File: config.mk
export PLATFORM = sky130hd
export DESIGN_NAME = dhoat_rem
export DESIGN_NICKNAME = d
export VERILOG_FILES = /design/src/hw/rtl/dhoat_pkg.sv /design/src/hw/rtl/dhoat_rem.sv
export SDC_FILE = /design/constraint.sdc
export NUM_CORES = 1
export LEC_CHECK = 0
export BUFFER_PORTS_ARGS = -buffer_cell sky130_fd_sc_hd__buf_4
export CORE_ASPECT_RATIO = 1.1
export CORE_UTILIZATION = 30
export DETAILED_ROUTE_END_ITERATION = 7
export GPL_TIMING_DRIVEN = 0
export HOLD_SLACK_MARGIN = 0.03
export MAX_ROUTING_LAYER = met4
export PLACE_DENSITY = 0.6
export SLEW_MARGIN = 20
export SYNTH_ARGS = -nofsm -noshare
export SYNTH_HDL_FRONTEND = slang
export SYNTH_SLANG_ARGS = --single-unit
File: constraint.sdc
create_clock -name clk -period 3.2 [get_ports clk]
set_clock_uncertainty 0.05 [all_clocks]
set_input_delay 0.16 -clock clk [delete_from_list [all_inputs] [get_ports clk]]
set_output_delay 0.16 -clock clk [all_outputs]
set_load 0.05 [all_outputs]
File: src/hw/rtl/dhoat_pkg.sv
// Shared types, codes and the prime list for the double-hash table.
package dhoat_pkg;

    // Width of a table size and of a slot number on the ports.
    localparam int SIZE_W = 13;
    // Width of the running entry count.
    localparam int COUNT_W = 14;
    // Width of the hash that feeds the remainder unit.
    localparam int HASH_W = 32;
    // Number of listed table sizes.
    localparam int PRIME_COUNT = 16;

    typedef enum logic [1:0] {
        CMD_INSERT = 2'd0,
        CMD_LOOKUP = 2'd1,
        CMD_RESIZE = 2'd2,
        CMD_UNUSED = 2'd3
    } cmd_t;

    typedef enum logic [2:0] {
        ST_OK        = 3'd0,
        ST_NOT_READY = 3'd1,
        ST_FULL      = 3'd2,
        ST_NOT_FOUND = 3'd3,
        ST_TOO_BIG   = 3'd4,
        ST_NO_SLOT   = 3'd5
    } result_code_t;

    // Listed table sizes, all prime, in rising order.
    function automatic logic [SIZE_W-1:0] prime_at(input logic [3:0] idx);
        logic [SIZE_W-1:0] p;
        begin
            case (idx)
                4'd0:    p = 13'd127;
                4'd1:    p = 13'd251;
                4'd2:    p = 13'd509;
                4'd3:    p = 13'd761;
                4'd4:    p = 13'd1021;
                4'd5:    p = 13'd1279;
                4'd6:    p = 13'd1531;
                4'd7:    p = 13'd1789;
                4'd8:    p = 13'd2039;
                4'd9:    p = 13'd2557;
                4'd10:   p = 13'd3067;
                4'd11:   p = 13'd4093;
                4'd12:   p = 13'd5119;
                4'd13:   p = 13'd6143;
                4'd14:   p = 13'd7159;
                default: p = 13'd8191;
            endcase
            return p;
        end
    endfunction

endpackage

File: src/hw/rtl/dhoat_rem.sv
// Bit-serial remainder unit: one hash divided by two divisors at once.
module dhoat_rem
    import dhoat_pkg::*;
(
    input  logic              clk,
    input  logic              rst_n,
    input  logic              start,
    input  logic [HASH_W-1:0] dividend,
    input  logic [SIZE_W-1:0] div_a,
    input  logic [SIZE_W-1:0] div_b,
    output logic              done,
    output logic [SIZE_W-1:0] rem_a,
    output logic [SIZE_W-1:0] rem_b
);

    localparam int CNT_W = $clog2(HASH_W);

    logic [HASH_W-1:0] shift_reg;
    logic [SIZE_W-1:0] ra_reg;
    logic [SIZE_W-1:0] rb_reg;
    logic [SIZE_W-1:0] da_reg;
    logic [SIZE_W-1:0] db_reg;
    logic [CNT_W-1:0]  cnt_reg;
    logic              busy_reg;
    logic              done_reg;
    logic [SIZE_W:0]   ta;
    logic [SIZE_W:0]   tb;
    logic [SIZE_W-1:0] ra_next;
    logic [SIZE_W-1:0] rb_next;

    // One restoring step per cycle for each divisor.
    always_comb
    begin
        ta = {ra_reg, shift_reg[HASH_W-1]};
        tb = {rb_reg, shift_reg[HASH_W-1]};
        if (ta >= {1'b0, da_reg})
        begin
            ta = ta - {1'b0, da_reg};
        end
        if (tb >= {1'b0, db_reg})
        begin
            tb = tb - {1'b0, db_reg};
        end
        ra_next = ta[SIZE_W-1:0];
        rb_next = tb[SIZE_W-1:0];
    end

    always_ff @(posedge clk or negedge rst_n)
    begin
        if (!rst_n)
        begin
            busy_reg <= 1'b0;
            done_reg <= 1'b0;
            cnt_reg  <= '0;
        end
        else
        begin
            done_reg <= 1'b0;
            if (start)
            begin
                busy_reg  <= 1'b1;
                cnt_reg   <= '0;
                shift_reg <= dividend;
                ra_reg    <= '0;
                rb_reg    <= '0;
                da_reg    <= div_a;
                db_reg    <= div_b;
            end
            else if (busy_reg)
            begin
                ra_reg    <= ra_next;
                rb_reg    <= rb_next;
                shift_reg <= {shift_reg[HASH_W-2:0], 1'b0};
                cnt_reg   <= cnt_reg + 1'b1;
                if (cnt_reg == CNT_W'(HASH_W - 1))
                begin
                    busy_reg <= 1'b0;
                    done_reg <= 1'b1;
                end
            end
        end
    end

    assign done  = done_reg;
    assign rem_a = ra_reg;
    assign rem_b = rb_reg;

endmodule

==> impl_metrics.toml <==
[drt]
vias_per_cell = 4.99
drc = 0
drtAntennaViolNets = 0
dr.first_iter.drc_count = 272
vias = 4181
wl_met2_um = 6440
top_layer = "met4"
avgRoutedWirePerCell_um = 15.5
wirelength_um = 13000
firstDrtPassIters = 5
wl_met3_um = 510
met1Wirelength_um = 5780

[synth]
synth_area_per_cell_um2 = 11.4
synth_area_mm2 = 0.00533
async_flop_share_pct = 7.69
synth-edff-count = 84
synthCells = 468
synth_flop_cell = "edfxtp_1"
synthDistinctLibCells = 63
seq_area_frac_synth_pct = 50.6
yosysWarnings = 0
synthesis.nets = 559
ys_ff_latch = 91

[pwr]
power.leakage_nw = 2.83
power_frac_clock_pct = 29.3
vdd_drop_max_uv = 272
p_comb_share_pct = 30.8
seq_power_share_pct = 39.9
finalPower_mw = 3.82
p_switching_mw = 1.26
power_density_mw_per_mm2 = 553
p_int_mw = 2.56
switching_share_pct = 33.0

[worst_setup_path]
path_max_fanout = 10
crit_type = "reg -> reg"
rr_startpoint = "rem_a[10]$_SDFFCE_PP0P_"
crit_path_end = "rem_a[0]$_SDFFCE_PP0P_"
rrSetupSlack_ns = 0.25
r2r.worst_path.cells = 6
crit_arrival_ns = 3.07
start_kind = "flip-flop"
crit_path_start = "rem_a[10]$_SDFFCE_PP0P_"
worstPathRequired_ns = 3.31
critical_path.endpoint_type = "flip-flop"
regToRegEndpoint = "rem_a[0]$_SDFFCE_PP0P_"

[global_route]
grt_max_degree = 36
antenna_found_initial = 0
grt_pass1_vias = 4083
gr-total-overflow = 0
track_usage_pct = 15.2
grt_pass1_wl_um = 20500

[sta]
period_needed_ns = 2.95
slew_violations = 0
setup_ws_ns = 0.246
setup_viol = 0
period_share_pct = 92.3
finalSetupTns_ns = 0
worst_pin_slew_ns = 0.779
hold_viol_final = 0
rsz0062_at_grt = "no"
slew_headroom_pct = 47.8
fmax_mhz = 338
hold_ws_ns = 0.0518

[placed_design]
dp_slack_ns = 0.263
portBuffers = 87
dp.cells = 790
dp_hpwl_um = 9340
place_congestion = 0.944

[clock_tree]
clk_latency_ns = 0.35
cts_buffers = 9
ctsLongestPathBuffers = 2
cts-htree-levels = 3
root_buffer = "clkbuf_16"
cts.sinks = 91
path_clk_slew_ns = 0.07
cts-resized-gates = 0
cts_tree = "yes"

[min_path]
hold_path.class = "in -> reg"
min_from = "dividend[0]"

[floorplanning]
die_h_um = 142
io_pins = 88
die_w_um = 129
die_area_mm2 = 0.0183
core-area_mm2 = 0.0172
initial_core_util_pct = 31.0
rows = 50

[cells_and_area]
stdcell_count = 838
drive_gt1_share_pct = 26.0
layout.nets = 690
area_delta_synth_final_pct = 29.6
n_fill_cell = 1699
largest_reg_flops = 32
diodes = 0

[job]
cap_violations = 0

[outcome]
status = "finished, final reports clean"
[cells in the final DEF (no fill, tap or decap), drive strengths merged, types with 18 or more instances in the layout]
master	count
nor2	34
edfxtp	84
ha	28
clkbuf	24
a311oi	21
inv	36
buf	98
mux2	32
nand3	19
o21ai	18
dlygate4sd3	27
nand2	30
a21oi	19
[cells by family after synthesis]
kind of cell,Yosys count,synth area share [%]
adder cells (fa/ha/maj),30,7.33
flip-flops,91,50.6
AO/OA/AOI/OAI,113,15.3
buffers and inverters,52,3.92
multiplexers,39,8.08
AND/OR/NAND/NOR,127,12.1
XOR/XNOR,16,2.63
[final cells by class]
class	instances	area, um^2	share of cell area, %
buffer	19	85.1	1.23
clock buffer	10	229	3.32
clock inverter	6	72.6	1.05
inverter	33	124	1.79
multi-input combinational	325	2430	35.2
sequential	91	2700	39.1
tap	234	293	4.24
timing repair buffer	120	976	14.1
[timing repair]
action / in CTS / in global routing
hold endpoints to repair: 33 / 0
buffers inserted: 0 / 5
setup endpoints to repair: 0 / 1
hold buffers: 27 / 0
[metrics by stage]
step / cell area, um^2 / util, %
after floorplan: 5330 / -
after global placement: 6270 / 36.5
after detailed placement: 6300 / 36.6
after CTS: 6870 / 39.9
after global routing: 6910 / 40.1
final: 6910 / 40.1
[critical path, stage by stage (launching register included)]
cell	delay [ns]
edfxtp_1	0.44
ha_1	0.42
a21o_1	0.22
a211oi_1	0.68
clkbuf_1	0.48
nand2_1	0.16
a311oi_1	0.32
[synth_stat cells (9+ instances only)]
cell | n | share of area, %
clkbuf_1 | 14 | 0.99
a311oi_1 | 20 | 3.3
edfxtp_1 | 84 | 47
ha_1 | 28 | 6.6
mux2_2 | 32 | 6.8
a21oi_1 | 16 | 1.5
inv_1 | 33 | 2.3
nor2_1 | 34 | 2.4
nand3_1 | 19 | 1.8
nand2b_1 | 9 | 1.1
nand2_1 | 30 | 2.1
o21ai_0 | 17 | 1.6
a21o_1 | 11 | 1.6
xor2_1 | 10 | 1.6
[power by group through the flow]
stage / clock, mW / sequential, mW / combinational [mW]
2_1_floorplan: 0 / 1.69 / 0.665
3_3_place_gp: 0 / 1.55 / 1.10
3_5_place_dp: 0 / 1.55 / 1.13
4_1_cts: 1.15 / 1.52 / 1.16
5_1_grt: 1.20 / 1.54 / 1.29
6_report: 1.12 / 1.52 / 1.18
[worst min-delay path by stage]
stage / depth (start not counted) / slack (ns) / end
5_1_grt: 2 / 0.05 / shift_reg[0]$_SDFFCE_PN0P_
6_report: 2 / 0.05 / shift_reg[0]$_SDFFCE_PN0P_
2_1_floorplan: 0 / -0.19 / busy_reg$_DFF_PN0_
3_5_place_dp: 1 / 0.11 / busy_reg$_DFF_PN0_
3_3_place_gp: 1 / 0.1 / busy_reg$_DFF_PN0_
4_1_cts: 2 / 0.04 / shift_reg[0]$_SDFFCE_PN0P_
[layer usage]
layer,track usage [%],up-vias
met5,-,-
met2,25.1,121
li1,-,2036
met4,6.63,0
met1,17.9,2006
met3,2.83,18
Note: power is estimated with default switching activity, not from simulation.
